===== config.mk =====
export PLATFORM = sky130hd
export DESIGN_NAME = circular_queue_with_peek_poke_core
export DESIGN_NICKNAME = d
export VERILOG_FILES = /design/src/rtl/cq_pkg.sv /design/src/rtl/cq_ram.sv /design/src/rtl/cq_cmpsub.sv /design/src/rtl/circular_queue_with_peek_poke_core.sv
export SDC_FILE = /design/constraint.sdc
export NUM_CORES = 1
export LEC_CHECK = 0
export BUFFER_PORTS_ARGS = -buffer_cell sky130_fd_sc_hd__buf_2
export CAP_MARGIN = 40
export CORE_MARGIN = 3
export CORE_UTILIZATION = 60
export DETAILED_ROUTE_END_ITERATION = 7
export PLACE_DENSITY_LB_ADDON = 0.12
export SETUP_SLACK_MARGIN = 0.2
export SYNTH_ARGS = -nofsm -noshare
export SYNTH_HDL_FRONTEND = slang
export SYNTH_HIERARCHICAL = 1
export SYNTH_SLANG_ARGS = --single-unit

===== constraint.sdc =====
create_clock -name clk_i -period 21.7 [get_ports clk_i]
set_clock_uncertainty 0.05 [all_clocks]
set_input_delay 3.255 -clock clk_i [delete_from_list [all_inputs] [get_ports clk_i]]
set_output_delay 3.255 -clock clk_i [all_outputs]
set_load 0.01 [all_outputs]

===== src/rtl/cq_pkg.sv =====
// Shared types and constants for the circular queue with peek and poke.
`timescale 1ns / 1ps

package cq_pkg;

  localparam int DepthDefault     = 16;
  localparam int DataWidthDefault = 32;

  localparam int IdxW  = 12;  // slot_index field
  localparam int WordW = 32;  // data_in and data_out fields
  localparam int CfgW  = 5;   // depth_in_use register
  localparam int RemW  = CfgW;

  typedef enum logic [1:0] {
    MODE_PUT  = 2'd0,
    MODE_GET  = 2'd1,
    MODE_PEEK = 2'd2,
    MODE_POKE = 2'd3
  } mode_e;

  typedef enum logic [1:0] {
    STAT_OK     = 2'd0,
    STAT_EDGE   = 2'd1,
    STAT_REJECT = 2'd2,
    STAT_RANGE  = 2'd3
  } status_e;

  typedef enum logic [1:0] {
    FILL_EMPTY   = 2'd0,
    FILL_PARTIAL = 2'd1,
    FILL_FULL    = 2'd2
  } fill_e;

  typedef enum logic [2:0] {
    S_CLEAR,
    S_IDLE,
    S_EXEC,
    S_MOD,
    S_PEEK_RD,
    S_RD_WAIT,
    S_RESP
  } state_e;

  typedef struct packed {
    mode_e             mode;
    logic [IdxW-1:0]   slot_index;
    logic [WordW-1:0]  data_in;
    logic              burst_end;
  } in_word_t;

  typedef struct packed {
    logic [WordW-1:0]  data_out;
    status_e           status;
    fill_e             fill_state;
    logic              call_done;
  } out_word_t;

endpackage


===== src/rtl/cq_ram.sv =====
// Generic single-port RAM with registered read data.
`timescale 1ns / 1ps

module cq_ram #(
  parameter int WIDTH = 32,
  parameter int DEPTH = 16
) (
  input  logic                     clk_i,
  input  logic                     we_i,
  input  logic [$clog2(DEPTH)-1:0] addr_i,
  input  logic [WIDTH-1:0]         wdata_i,
  output logic [WIDTH-1:0]         rdata_o
);

  logic [WIDTH-1:0] mem_q [DEPTH];
  logic [WIDTH-1:0] rdata_q;

  always_ff @(posedge clk_i) begin
    if (we_i) begin
      mem_q[addr_i] <= wdata_i;
    end
    rdata_q <= mem_q[addr_i];
  end

  assign rdata_o = rdata_q;

endmodule


===== src/rtl/cq_cmpsub.sv =====
// Shared compare-and-subtract unit: reports a >= b and gives a - b.
`timescale 1ns / 1ps

module cq_cmpsub #(
  parameter int W = 12
) (
  input  logic [W-1:0] a_i,
  input  logic [W-1:0] b_i,
  output logic         ge_o,
  output logic [W-1:0] diff_o
);

  logic borrow;

  assign {borrow, diff_o} = {1'b0, a_i} - {1'b0, b_i};
  assign ge_o = ~borrow;

endmodule


===== src/rtl/circular_queue_with_peek_poke_core.sv =====
// Circular queue of data words with put, get, peek and poke, run by a small sequencer.
// From accept to result strobe: put, poke and rejected get pass the execute state, get adds a
// read wait, and peek runs 12 restoring modulo steps, one read issue, one read wait, one result.
// busy is high from accept until the result cycle ends, so no new item is taken before then.
// After reset the slot store is swept to zero, one slot per cycle, with busy high;
// configuration writes are taken during that sweep. The receiver cannot stall results.
`timescale 1ns / 1ps

module circular_queue_with_peek_poke_core
  import cq_pkg::*;
#(
  parameter int DEPTH      = DepthDefault,
  parameter int DATA_WIDTH = DataWidthDefault
) (
  input  logic            clk_i,
  input  logic            rst_ni,
  input  logic            start,
  output logic            busy,
  input  in_word_t        in_i,
  output logic            res_valid_o,
  output out_word_t       res_o,
  input  logic            cfg_valid_i,
  output logic            cfg_ready_o,
  input  logic [CfgW-1:0] cfg_data_i
);

  localparam int AW   = $clog2(DEPTH);
  localparam int CntW = $clog2(IdxW);

  // Depth in use after reset is 16, or DEPTH when the store is smaller.
  localparam logic [CfgW-1:0] DepthReset = (DEPTH < 16) ? CfgW'(DEPTH) : CfgW'(16);

  state_e             state_q, state_d;
  in_word_t           item_q, item_d;
  logic [AW-1:0]      head_q, head_d;
  logic [AW-1:0]      tail_q, tail_d;
  fill_e              fill_q, fill_d;
  logic [CfgW-1:0]    depth_q, depth_d;
  logic [RemW-1:0]    rem_q, rem_d;
  logic [IdxW-1:0]    shreg_q, shreg_d;
  logic [CntW-1:0]    cnt_q, cnt_d;
  logic [AW-1:0]      clr_q, clr_d;
  logic [WordW-1:0]   dout_q, dout_d;
  status_e            status_q, status_d;

  // Shared unit and memory port.
  logic [IdxW-1:0]       alu_a, alu_b, alu_diff;
  logic                  alu_ge;
  logic                  mem_we;
  logic [AW-1:0]         mem_addr;
  logic [DATA_WIDTH-1:0] mem_wdata, mem_rdata;

  logic [AW-1:0]   next_ptr;
  logic [RemW:0]   mod_shift;
  logic [CfgW-1:0] cfg_clamped;

  cq_cmpsub #(.W(IdxW)) u_cmpsub (
    .a_i    (alu_a),
    .b_i    (alu_b),
    .ge_o   (alu_ge),
    .diff_o (alu_diff)
  );

  cq_ram #(.WIDTH(DATA_WIDTH), .DEPTH(DEPTH)) u_ram (
    .clk_i   (clk_i),
    .we_i    (mem_we),
    .addr_i  (mem_addr),
    .wdata_i (mem_wdata),
    .rdata_o (mem_rdata)
  );

  // A written depth of zero means one slot; anything above the store size is clamped to it.
  always_comb begin
    if (cfg_data_i == '0) begin
      cfg_clamped = CfgW'(1);
    end else if (int'(cfg_data_i) > DEPTH) begin
      cfg_clamped = CfgW'(DEPTH);
    end else begin
      cfg_clamped = cfg_data_i;
    end
  end

  // When the shared unit is fed pointer + 1 against the depth, a "greater or equal" answer
  // means the pointer wraps to slot zero.
  assign next_ptr  = alu_ge ? '0 : AW'(alu_a);
  // One restoring step of the peek modulo: bring in the next index bit from the top.
  assign mod_shift = {rem_q, shreg_q[IdxW-1]};

  always_ff @(posedge clk_i or negedge rst_ni) begin
    if (!rst_ni) begin
      state_q <= S_CLEAR;
      head_q  <= '0;
      tail_q  <= '0;
      fill_q  <= FILL_EMPTY;
      depth_q <= DepthReset;
      clr_q   <= '0;
      cnt_q   <= '0;
    end else begin
      state_q <= state_d;
      head_q  <= head_d;
      tail_q  <= tail_d;
      fill_q  <= fill_d;
      depth_q <= depth_d;
      clr_q   <= clr_d;
      cnt_q   <= cnt_d;
    end
  end

  // Item and result payload carry no reset.
  always_ff @(posedge clk_i) begin
    item_q   <= item_d;
    rem_q    <= rem_d;
    shreg_q  <= shreg_d;
    dout_q   <= dout_d;
    status_q <= status_d;
  end

  always_comb begin
    state_d   = state_q;
    item_d    = item_q;
    head_d    = head_q;
    tail_d    = tail_q;
    fill_d    = fill_q;
    depth_d   = depth_q;
    rem_d     = rem_q;
    shreg_d   = shreg_q;
    cnt_d     = cnt_q;
    clr_d     = clr_q;
    dout_d    = dout_q;
    status_d  = status_q;

    alu_a     = '0;
    alu_b     = IdxW'(depth_q);
    mem_we    = 1'b0;
    mem_addr  = '0;
    mem_wdata = DATA_WIDTH'(item_q.data_in);

    unique case (state_q)
      S_CLEAR: begin
        // Zero the whole store so that a peek of a never-written slot reads zero.
        mem_we    = 1'b1;
        mem_addr  = clr_q;
        mem_wdata = '0;
        clr_d     = clr_q + AW'(1);
        if (clr_q == AW'(DEPTH - 1)) begin
          state_d = S_IDLE;
        end
      end

      S_IDLE: begin
        if (start) begin
          item_d   = in_i;
          shreg_d  = in_i.slot_index;
          rem_d    = '0;
          cnt_d    = '0;
          dout_d   = '0;
          status_d = STAT_OK;
          state_d  = (in_i.mode == MODE_PEEK) ? S_MOD : S_EXEC;
        end
      end

      S_EXEC: begin
        state_d = S_RESP;
        unique case (item_q.mode)
          MODE_PUT: begin
            if (fill_q == FILL_FULL) begin
              status_d = STAT_REJECT;
            end else begin
              mem_we   = 1'b1;
              mem_addr = tail_q;
              alu_a    = IdxW'(tail_q) + IdxW'(1);
              tail_d   = next_ptr;
              if (next_ptr == head_q) begin
                fill_d   = FILL_FULL;
                status_d = STAT_EDGE;
              end else begin
                fill_d   = FILL_PARTIAL;
                status_d = STAT_OK;
              end
            end
          end
          MODE_GET: begin
            if (fill_q == FILL_EMPTY) begin
              status_d = STAT_REJECT;
            end else begin
              // The head slot is read here; its word arrives in the wait state.
              mem_addr = head_q;
              alu_a    = IdxW'(head_q) + IdxW'(1);
              head_d   = next_ptr;
              if (next_ptr == tail_q) begin
                fill_d   = FILL_EMPTY;
                status_d = STAT_EDGE;
              end else begin
                fill_d   = FILL_PARTIAL;
                status_d = STAT_OK;
              end
              state_d = S_RD_WAIT;
            end
          end
          MODE_POKE: begin
            alu_a = item_q.slot_index;
            if (alu_ge) begin
              status_d = STAT_RANGE;
            end else begin
              mem_we   = 1'b1;
              mem_addr = AW'(item_q.slot_index);
            end
          end
          MODE_PEEK: begin
            // Peek runs through the modulo states and never lands here.
            state_d = S_RESP;
          end
        endcase
      end

      S_MOD: begin
        alu_a   = IdxW'(mod_shift);
        rem_d   = alu_ge ? RemW'(alu_diff) : RemW'(mod_shift);
        shreg_d = shreg_q << 1;
        cnt_d   = cnt_q + CntW'(1);
        if (cnt_q == CntW'(IdxW - 1)) begin
          state_d = S_PEEK_RD;
        end
      end

      S_PEEK_RD: begin
        mem_addr = AW'(rem_q);
        state_d  = S_RD_WAIT;
      end

      S_RD_WAIT: begin
        dout_d  = WordW'(mem_rdata);
        state_d = S_RESP;
      end

      S_RESP: begin
        state_d = S_IDLE;
      end

      default: begin
        state_d = S_IDLE;
      end
    endcase

    // A depth write empties the queue; the slot contents stay.
    if (cfg_valid_i) begin
      depth_d = cfg_clamped;
      head_d  = '0;
      tail_d  = '0;
      fill_d  = FILL_EMPTY;
    end
  end

  assign busy        = (state_q != S_IDLE);
  assign cfg_ready_o = 1'b1;
  assign res_valid_o = (state_q == S_RESP);

  always_comb begin
    res_o.data_out   = dout_q;
    res_o.status     = status_q;
    res_o.fill_state = fill_q;
    res_o.call_done  = item_q.burst_end;
  end

endmodule


* Word level (Yosys, flattened, before mapping)
Memory sizes are Yosys's and may differ from the RTL's. A register that Yosys moved wholly into a read port is not among the register bits.
Cells that the tools add are included.
** Storage, ports and cells
- Register bits after elaboration :: 124
- Memories kept :: 1
- Output and inout bits :: 40
- RAM bits :: 512
** Operators by class
- Equality and inequality tests :: 24
- Reduce and logical (&&, ||, !) cells :: 19
- Mux-type cells :: 58
- $add $sub $neg :: 5
- Order comparisons :: 1
** Memories
- u_ram.mem_q :: words 16, width 32, rd ports 1, clocked after Yosys merged registers in 1, write ports 1, line cq_ram.sv:15 : logic [WIDTH-1:0] mem_q [DEPTH];
** Operators by type and width (number)
- $mux W32 :: 2
- $pmux W32 S2 :: 1
- $mux W4 :: 13
- $pmux W12 S2 :: 2
- $pmux W12 S3 :: 1
- $mux W5 :: 6
- $pmux W4 S3 :: 2
- $mux W2 :: 11
- $pmux W3 S6 :: 1
- $sub A12 B5 Y13 :: 1
- $mux W12 :: 1
- $reduce_bool A2 Y1 :: 6
- $add A4 B1 Y5 const B :: 2
- $ne A2 B2 Y1 const B :: 5
- $pmux W5 S2 :: 1
- $eq A3 B3 Y1 const B :: 3
- $mux W3 :: 3
- $ne A3 B3 Y1 const B :: 3
- $reduce_and A3 Y1 :: 3
- $add A4 B1 Y4 const B :: 2
- $eq A4 B4 Y1 :: 2
- $eq A4 B4 Y1 const B :: 2
- $mux W1 :: 8
- $pmux W2 S2 :: 2
- 16 further kinds :: 24

* Longest topological paths before layout
Gate-level depths: netlist (run 1).
- Depth in word-level cells :: 12
- Mapped depth :: 26
- Gate-level depth less buffers :: 21

* By module
The synthesis (run 1) kept the hierarchy.
** By module, submodules not included
- cq_ram :: area an instance 19862.8 sq um, instances 1, seq. area each 16015.4 sq um, cells an instance 840
- circular_queue_with_peek_poke_core :: area an instance 5761.8 sq um, instances 1, seq. area each 3594.7 sq um, cells an instance 488
- cq_cmpsub :: area an instance 688.2 sq um, instances 1, seq. area each 0.0 sq um, cells an instance 92

* Worst setup path before layout (run 1)
Ideal clock, no wire load.
- Path kind :: register to register
- Start point :: reg item_q[46] in the netlist's numbering
- End point :: mem u_ram.mem_q[0][0] (enable)
- Data required time :: 21189 ps
- Setup time :: 461 ps
- Stages on the path, launching flop included :: 22
- Buffers on the path :: 2
- Arrival time :: 6301 ps
- Setup slack :: 14888 ps
- Cell sequence :: edfxtp_1 > inv_1 > ha_1 > clkbuf_1 > o21ai_1 > o21ai_0 > o21ai_0 > a21boi_0 > inv_1 > ha_1 > fa_1 > nor2b_1 > o31a_1 > nor3_1 > o211ai_1 > a21o_1 > buf_2 > nor2b_1 > a221oi_1 > o22ai_1 > or3b_2 > nor3_1
** Between the ends
- Elaborated cells on any way between the ends :: 14
- Classes of those cells :: add/sub: 1; eq/ne: 2; mux: 10; reduce/logical: 1
** RTL lines
- start: declaration :: line circular_queue_with_peek_poke_core.sv:34 : in_word_t item_q, item_d;
- start signal: assignment :: line circular_queue_with_peek_poke_core.sv:111 : item_q <= item_d;
- $eq A2 B2 Y1 (tied with other cells) :: line circular_queue_with_peek_poke_core.sv:164 : unique case (item_q.mode)
- $pmux W12 S3 * :: line circular_queue_with_peek_poke_core.sv:164
- $pmux W12 S2 * :: line circular_queue_with_peek_poke_core.sv:138 : unique case (state_q)
- via alu_a[0] :: line circular_queue_with_peek_poke_core.sv:47 : logic [IdxW-1:0] alu_a, alu_b, alu_diff;
- $sub A12 B5 Y13 * :: line cq_cmpsub.sv:15 : assign {borrow, diff_o} = {1'b0, a_i} - {1'b0, b_i};
- $mux W4 * :: line circular_queue_with_peek_poke_core.sv:202 : if (alu_ge) begin
- $pmux W4 S3 * :: line circular_queue_with_peek_poke_core.sv:164
- $pmux W4 S3 * :: line circular_queue_with_peek_poke_core.sv:138
- via mem_addr[2] :: line circular_queue_with_peek_poke_core.sv:50 : logic [AW-1:0] mem_addr;
- end: declaration :: line cq_ram.sv:15
The timed path passes the listed nets; every way through them passes the cells marked *.

* Worst setup path in the final report (run 1)
- Start point :: reg state_q[2]
- End point :: reg u_ram.rdata_q[9] (netlist: u_ram/rdata_o[9]), read port of u_ram.mem_q
** Between the ends
- Word-level cells in the longest chain between the ends :: 6
- Elaborated cells on any way between the ends :: 9
- Classes of those cells :: add/sub: 1; eq/ne: 3; mux: 4; reduce/logical: 1
** Ends and longest elaborated chain
- start: declaration :: line circular_queue_with_peek_poke_core.sv:33 : state_e state_q, state_d;
- start signal: assignment :: line circular_queue_with_peek_poke_core.sv:99 : state_q <= state_d;
- $eq A3 B2 Y1 :: line circular_queue_with_peek_poke_core.sv:138
- $pmux W12 S2 * :: line circular_queue_with_peek_poke_core.sv:138
- via alu_a[2] :: line circular_queue_with_peek_poke_core.sv:47
- $sub A12 B5 Y13 * :: line cq_cmpsub.sv:15
- $mux W4 * :: line circular_queue_with_peek_poke_core.sv:202
- $pmux W4 S3 * :: line circular_queue_with_peek_poke_core.sv:164
- $pmux W4 S3 * :: line circular_queue_with_peek_poke_core.sv:138
- via mem_addr[0] :: line circular_queue_with_peek_poke_core.sv:50
- end: declaration :: line cq_ram.sv:16 : logic [WIDTH-1:0] rdata_q;
Marked as above.
A chain may end at the register's enable or synchronous reset.

==> results.cfg, run 1 <==
[run_status]
status = completed

[critical_path]
worstSetupPathType = reg2reg
r2r-start = state_q[2]
r2r_slack_ns = 14.53
critPathMaxFanout = 48
crit_slowest_cell = or4b_1
crit_arrival_ns = 7.62
startpoint_type = flip-flop
crit_chain = or4b_1 -> a21oi_1 -> o21a_1 -> ha_1 -> nor2b_1 -> o31a_1 -> nor3_1 -> o211ai_1 -> a21o_1 -> nor2b_1 -> a22o_1 -> a21oi_1 -> o22ai_4 -> buf_4 -> buf_4 -> mux4_2 -> a22oi_1 -> nand2_1
cp-startpoint = state_q[2]
r2r_cells = 18
crit_path_end_kind = flip-flop
crit_required_ns = 22.15
r2r-end = u_ram/rdata_o[9]
cp_slowest_stage_delay_ns = 0.88

[route]
num_vias = 13040
routedWlPerCell_um = 25.73
final_antenna_net_count = 0
via_per_inst = 6.142
drt-pass1-iter-count = 4
wirelength_um = 54620
drc = 0
first_iter_violations = 1249

[power]
power_density_mw_per_mm2 = 138.3
ir_drop_mv = 0.1029
power_switching_w = 0.001248
p_leak_nw = 9.852
p_sw_frac = 0.3084
p_clk_frac = 0.253
pwr-share-seq = 0.451
intPower_w = 0.002798
combPwrFrac = 0.296

[sta]
totalNegativeSetupSlack_ns = 0
rsz0062_at_grt = no
worst_pin_slew_ns = 0.8848
fmax_ghz = 0.1394
finalCritPeriodShare = 0.3305
setup_viol = 0
max_slew_margin = 0.4101
post-route-min-period_ns = 7.171
whs_ns = 0.4593
drv_slew = 0
hold_viol = 0

[hold_path]
min_path_type = reg2reg
worstHoldEndpoint = clr_q[3]
min_path_cells = 1
worstHoldStart = clr_q[3]

[synth]
syn_inst = 1380
synthesis.area_mm2 = 0.02600
ys.warnings.count = 6
syn_area_per_cell_um2 = 18.84

[clock_network]
ctsResizeCount = 0
clock_tree.root_cell = clkbuf_16
h-tree-depth = 2
post-cts-setup-buffer-count = 0
cts_buffers = 61
holdBufCountCts = 0
cts_tree = done
cts_sinks = 668
clk_pin_slew_ns = 0.06
clock_path_buffers = 3
insertion_delay_ns = 0.63

[place]
hpwl_um = 31430
numPortBuffers = 94
place.gp.congestion = 0.8874

[floorplan]
ios = 96
die_width_um = 214.2
rows = 75
die_h_um = 214.2
coreArea_mm2 = 0.04242
fp.dieArea_mm2 = 0.04587
start_util = 0.6130

[global_routing]
grt_pass1_wl_um = 83190
grt_usage = 0.2422
grt_pass1_vias = 13464
grt_max_degree = 136
grt_antenna_before_repair = 1
overflow = 0

[layout]
nets = 1573
area_delta_synth_final_pct = 12.54
fill_cells = 2752
drive_above_1_share = 0.2464
diodes = 0

[run]
max_cap_violations = 0
## how the worst max path moves through the flow
| stage | cells past startpoint | to | slack, ns |
|---|---|---|---|
| floorplan | 21 | u_ram/mem_q[0][0] | 14.95 |
| global placement | 16 | u_ram/mem_q[11][19] | 14.52 |
| detailed placement | 18 | u_ram/rdata_o[10] | 14.45 |
| CTS | 18 | u_ram/rdata_o[10] | 14.42 |
| global route | 18 | u_ram/rdata_o[10] | 13.79 |
| finish | 18 | u_ram/rdata_o[9] | 14.53 |
## power by group through the flow
stage	clock (W)	combinational, W	sequential (W)
2_1_floorplan	0	0.000831	0.00183
3_3_place_gp	0	0.00117	0.00185
3_5_place_dp	0	0.00121	0.00185
4_1_cts	0.00104	0.00121	0.00183
5_1_grt	0.00110	0.00130	0.00184
6_report	0.00102	0.00120	0.00182
## critical path: cells and delay by family (launching register included)
| kind | cells | cell delay (ns) |
|---|---|---|
| AOI/OAI and AO/OA | 9 | 2.26 |
| adders and majority gates | 1 | 0.25 |
| buffers and inverters | 2 | 1.47 |
| DFF | 1 | 0.72 |
| muxes | 1 | 0.58 |
| and+or+nand+nor | 5 | 1.64 |
## flip-flops by register name (all words and copies together) (netlist names), 4 cells and up
| name | flops |
|---|---|
| u_ram/mem_q | 512 |
| item_q | 46 |
| dout_q | 32 |
| u_ram/rdata_o | 32 |
| shreg_q | 12 |
| depth_q | 5 |
| rem_q | 5 |
| clr_q | 4 |
| cnt_q | 4 |
| head_q | 4 |
| tail_q | 4 |
## placed cells by master (no fill, tap or decap), types with 5 or more instances in the layout
master / instances
edfxtp_1: 610
mux4_2: 128
buf_2: 94
nand2_1: 92
a22oi_1: 64
clkbuf_16: 61
and2_1: 42
nor2_1: 35
and3_1: 33
dfxtp_1: 32
inv_1: 27
dfrtp_1: 24
buf_4: 22
a21oi_1: 21
ha_1: 21
clkinv_2: 16
o21ai_0: 15
clkbuf_1: 15
nor2_4: 13
nand3_1: 12
clkinv_1: 12
mux2i_1: 10
xnor2_1: 9
xor2_1: 8
conb_1: 8
nor2b_1: 7
nand2b_1: 6
nand3b_1: 5
buf_12: 5
## metrics by stage
stage / total power [W] / area (um^2) / util / cells / setup WS [ns]
floorplan: 0.002659 / 26020 / - / 1386 / 14.95
global route: 0.004238 / 29260 / 0.6899 / 2123 / 13.79
global placement: 0.003012 / 27170 / 0.6406 / 2001 / 14.52
CTS: 0.004082 / 29260 / 0.6899 / 2123 / 14.42
finish: 0.004045 / 29260 / 0.6899 / 2123 / 14.53
detailed placement: 0.003059 / 27360 / 0.6451 / 2009 / 14.45
## area by class of cell
cell class	count	area, um^2	area share
Timing Repair Buffer	125	845.8	0.02890
Clock inverter	36	287.8	0.009835
Inverter	28	105.1	0.003592
Sequential cell	668	19610	0.6702
Tap cell	577	721.9	0.02467
Multi-Input combinational cell	611	6080	0.2078
Clock buffer	78	1610	0.05503
## layer usage
metal  GRT usage  vias to the layer above  routed length (um)
li1            -                     5713                   -
met1      0.3462                     6790               23020
met2      0.3869                      435               26410
met3     0.04124                      100                3528
met4     0.08627                        2                1634
met5           0                        -                  17
Power figures use the tool's default switching activity.
==> run 2: changes to the inputs <==
==> constraint.sdc (replaced) <==
create_clock -name clk_i -period 6.9 [get_ports clk_i]
set_clock_uncertainty 0.05 [all_clocks]
set_input_delay 1.035 -clock clk_i [delete_from_list [all_inputs] [get_ports clk_i]]
set_output_delay 1.035 -clock clk_i [all_outputs]
set_load 0.01 [all_outputs]
==> run 2 against run 1 <==
Critical endpoint is now u_ram/mem_q[14][19]. Register-to-register slack got worse by 14 ns. Routed wire length is 2.1% lower. Highest routed layer is now met4. Utilization increased by 0.87 points. Global-route usage fell by 0.36 points. Critical path depth unchanged. Die area is the same. Maximum frequency grew 17%.
==> results.cfg, run 2 (same netlist as run 1, synthesis figures left out) <==
[run_status]
status = completed

[clock_network]
h-tree-depth = 3
clock_path_buffers = 3
cts_tree = done
insertion_delay_ns = 0.60
cts_sinks = 668
clk_pin_slew_ns = 0.06
post-cts-setup-buffer-count = 0
ctsResizeCount = 0
clock_tree.root_cell = clkbuf_16
cts_buffers = 68
holdBufCountCts = 0

[power]
p_leak_nw = 10.05
ir_drop_mv = 0.4145
power_density_mw_per_mm2 = 442.5

[global_routing]
grt_usage = 0.2386
overflow = 0
grt_pass1_wl_um = 82200
grt_antenna_before_repair = 0
grtUsageMet2 = 0.3769
grt_max_degree = 126
grtUsageMet1 = 0.3502
top_usage_layer = met2
grt_pass1_vias = 13278
use_met3 = 0.04775

[critical_path]
crit_required_ns = 7.11
worstSetupPathType = reg2reg
crit_chain = inv_1 -> ha_1 -> or4b_1 -> a21oi_1 -> o21a_1 -> ha_1 -> nor2b_1 -> o31a_1 -> nor3_1 -> o211ai_1 -> a21o_1 -> nor2b_1 -> a22o_1 -> a21oi_1 -> o22ai_1 -> nand3_1 -> nor2_4 -> buf_4
cp_slowest_stage_delay_ns = 0.79
startpoint_type = flip-flop
crit_arrival_ns = 6.32
r2r_slack_ns = 0.78
critPathTopFamily = simple AND/OR/NAND/NOR gates
critPathMaxFanout = 19
crit_slowest_cell = or4b_1
r2r-start = item_q[45]
cp-startpoint = item_q[45]
critPathBufInv = 2
crit_path_end_kind = flip-flop

[sta]
fmax_ghz = 0.1635
max_slew_margin = 0.4322
rsz0062_at_grt = no
worst_pin_slew_ns = 0.8517
setup_viol = 0
totalNegativeSetupSlack_ns = 0
post-route-min-period_ns = 6.117
finalCritPeriodShare = 0.8865
drv_slew = 0
hold_viol = 0

[layout]
layout_common_cells = edfxtp_1 (610), mux4_2 (128), buf_2 (94)
fill_cells = 2751
final_common_cell = edfxtp_1
area_delta_synth_final_pct = 13.96
drive_above_1_share = 0.2556
multi_input_area_mm2 = 0.006085
top_register = u_ram/mem_q
final_util = 0.6986
diodes = 0
seq_area_mm2 = 0.01961
reg_top3 = u_ram/mem_q: 512 flops, item_q: 46 flops
largest_reg_flops = 512
nets = 1588

[floorplan]
start_util = 0.6130
fp.dieArea_mm2 = 0.04587
rows = 75
die_width_um = 214.2
coreArea_mm2 = 0.04242
ios = 96
die_h_um = 214.2

[route]
routedWlPerCell_um = 24.96
via_per_inst = 6.089
final_antenna_net_count = 0
first_iter_violations = 1295
drt-pass1-iter-count = 5
wirelength_um = 53480
drc = 0
num_vias = 13042

[place]
place.gp.congestion = 0.8271
hpwl_um = 30430
numPortBuffers = 94

[run]
max_cap_violations = 0

[hold_path]
min_path_type = in2async
## run 2: changes by cell type in the layout (fill, tap and decap cells not counted), moves of 6 or more
cell	previous run	this run
clkbuf_16	61	71
clkinv_1	12	2
buf_4	22	31
clkbuf_1	15	24
clkbuf_8	2	9
clkinv_2	16	10
## run 2: power by group
part / switching [W] / internal [W] / leakage (nW) / total (W)
Sequential: 0.000204 / 0.00553 / 6.21 / 0.00573
Combinational: 0.00226 / 0.00148 / 2.73 / 0.00374
Clock: 0.00145 / 0.00219 / 1.10 / 0.00364
Total: 0.00391 / 0.00920 / 10.0 / 0.0131
## run 2: per-stage QoR
step	total power (W)	setup slack, ns	hold WS [ns]	instance area (um^2)	std cells
finish	0.01311	0.7833	0.4121	29630	2142
global route	0.01372	0.2974	0.4526	29630	2142
CTS	0.01326	0.7878	0.4072	29630	2142
detailed placement	0.009589	0.8412	0.4457	27390	2017
global placement	0.009488	0.9016	0.4352	27370	2016
floorplan	0.008361	0.1530	0.4169	26030	1386
## run 2: cell type report
type                       count  area share
clock buffer                 104     0.06718
clock inverter                21    0.008572
tap                          577     0.02436
inverter                      28    0.003547
multi-input combinational    611      0.2053
sequential                   668      0.6619
timing repair buffer         133     0.02914
## run 2: path summary, 6_finish.rpt
path | to | cells after the start
max | u_ram/mem_q[14][19] | 18
max reg2reg | u_ram/mem_q[14][19] | 18
max in group asynchronous | state_q[2] | 1
min | depth_q[1] | 1
min reg2reg | clr_q[3] | 1
min in group clk_i | clr_q[3] | 1
## run 2: layer usage
metal | up-vias | wire (um)
met5 | - | 0
met4 | 0 | 1175
met1 | 6780 | 22890
met2 | 435 | 25860
li1 | 5745 | -
met3 | 82 | 3552
==> run 3: changes to the inputs <==
--- a/config.mk
+++ b/config.mk
@@ -10,6 +10,7 @@
 export CORE_MARGIN = 3
 export CORE_UTILIZATION = 60
 export DETAILED_ROUTE_END_ITERATION = 7
+export GPL_TIMING_DRIVEN = 0
 export PLACE_DENSITY_LB_ADDON = 0.12
 export SETUP_SLACK_MARGIN = 0.2
 export SYNTH_ARGS = -nofsm -noshare
==> run 3 against run 2 <==
Clock-buffer cell count shrank 6. Non-clock buffer count grew 95. Power grew 1.5%. Cell count grew 4.2%. Worst hold slack lost 0.0014 ns. Sequential cell count is the same. Via count grew 4.5%. Die area is the same. Utilization grew 1.7 points. Critical path depth grew 8. Critical path type unchanged.
==> results.cfg, run 3 (same netlist as run 1, synthesis figures left out) <==
[run_status]
status = completed

[layout]
nets = 1681
reg_top3 = u_ram/mem_q: 512 flops, item_q: 46 flops
area_delta_synth_final_pct = 16.75
final_common_cell = edfxtp_1
largest_reg_flops = 512
diodes = 0
final_area_mm2 = 0.03036
drive_above_1_share = 0.2616
finalNonFillerCells = 2232
top_register = u_ram/mem_q
final_util = 0.7157
layout_common_cells = edfxtp_1 (610), mux4_2 (128), buf_2 (108)

[route]
final_antenna_net_count = 0
drc = 0
wl_met3_um = 4190
routedWlPerCell_um = 25.73
drt-met1-wl_um = 23120
via_per_inst = 6.107
num_vias = 13630
wl_met2_um = 28620
topRoutingLayerUsed = met4
first_iter_violations = 1457
drt-pass1-iter-count = 5
wirelength_um = 57440

[floorplan]
start_util = 0.6130
fp.dieArea_mm2 = 0.04587
coreArea_mm2 = 0.04242
die_h_um = 214.2
die_width_um = 214.2
rows = 75
ios = 96

[clock_network]
clock_path_buffers = 3
h-tree-depth = 3
clk_pin_slew_ns = 0.06
holdBufCountCts = 0
cts_buffers = 66
cts_tree = done
clock_tree.root_cell = clkbuf_16
cts_sinks = 668
insertion_delay_ns = 0.59

[power]
totalPowerFinal_w = 0.01331
ir_drop_mv = 0.2272
p_leak_nw = 10.37
power_density_mw_per_mm2 = 438.5

[critical_path]
crit_path_end_kind = flip-flop
r2r_slack_ns = 0.51
r2r-start = item_q[46]
startpoint_type = flip-flop
critPathMaxFanout = 13
r2r_cells = 26
r2r-end = u_ram/mem_q[9][6]
crit_arrival_ns = 6.62
worstSetupPathType = reg2reg
crit_required_ns = 7.13

[sta]
fmax_ghz = 0.1565
rsz0062_at_grt = yes
finalCritPeriodShare = 0.9263
max_slew_margin = 0.4065
drv_slew = 0
post-route-min-period_ns = 6.391
setup_viol = 0
hold_viol = 0
worst_pin_slew_ns = 0.8903

[global_routing]
grt_pass1_vias = 13902
grt_usage = 0.2529
grt_max_degree = 32
grt_pass1_wl_um = 86150
overflow = 0
grt_antenna_before_repair = 0

[run]
max_cap_violations = 0

[place]
place.gp.congestion = 0.8884
dpl-instance-area_mm2 = 0.02794
hpwl_um = 36270
numPortBuffers = 93
place_inst = 2090

[hold_path]
min_path_type = in2async
## run 3: routing by layer
| metal | vias up | track usage |
|---|---|---|
| met1 | 7063 | 0.3511 |
| li1 | 5942 | - |
| met2 | 507 | 0.4176 |
| met4 | 0 | 0.08095 |
| met5 | - | 0 |
| met3 | 118 | 0.04506 |
## run 3: worst max-delay path: stages (launching register included)
cell and delay (ns):
edfxtp_1 0.45, inv_1 0.11, ha_1 0.14, clkbuf_1 0.34, and2_1 0.20, clkbuf_1 0.32
nand4_1 0.17, a31oi_1 0.19, a21oi_1 0.06, nor2b_1 0.12, ha_1 0.25, o21a_1 0.11
o31a_1 0.11, nor3_1 0.15, o211ai_1 0.12, a21o_1 0.16, buf_2 0.18, nor2b_1 0.41
a22o_1 0.23, a21oi_1 0.05, o22ai_1 0.19, buf_2 0.34, clkbuf_2 0.43, nand2b_1 0.35
nor2_4 0.45, buf_16 0.22, buf_16 0.16
## run 3: metrics by stage
step / hold slack, ns / TNS, ns / setup slack, ns
2_1_floorplan: 0.4169 / 0 / 0.1530
3_3_place_gp: 0.4377 / -993.72 / -3.330
3_5_place_dp: 0.4437 / -6.042 / -0.1608
4_1_cts: 0.4202 / 0 / 0.2333
5_1_grt: 0.4493 / 0 / 0.1752
6_report: 0.4107 / 0 / 0.5086
## run 3: worst max path at each step
stage / start / end / depth (start not counted)
floorplan: item_q[46] / u_ram/mem_q[4][0] / 24
global placement: item_q[46] / u_ram/mem_q[4][18] / 24
detailed placement: item_q[46] / u_ram/mem_q[7][17] / 26
CTS: item_q[46] / u_ram/mem_q[3][7] / 25
global route: item_q[46] / u_ram/mem_q[9][6] / 26
finish: item_q[46] / u_ram/mem_q[9][6] / 26
## run 3: repair_timing
action,in CTS,in global routing
pin swaps,7,5
gates resized for setup,0,9
endpoints found under the setup margin,257,266
setup buffers,17,6
## run 3: final cells by class
cell class	count	area [um^2]
Inverter	28	105.1
Clock inverter	22	195.2
Buffer	78	394.1
Fill cell	2597	12060
Sequential cell	668	19610
Clock buffer	98	1907
Multi-Input combinational cell	611	6045
Timing Repair Buffer	150	1379
Tap cell	577	721.9
## run 3: power breakdown
group	leakage (nW)	switching, W	total, W	internal [W]
clock	1.02	0.00144	0.00347	0.00203
sequential	6.21	0.000180	0.00570	0.00552
combinational	3.14	0.00251	0.00414	0.00163
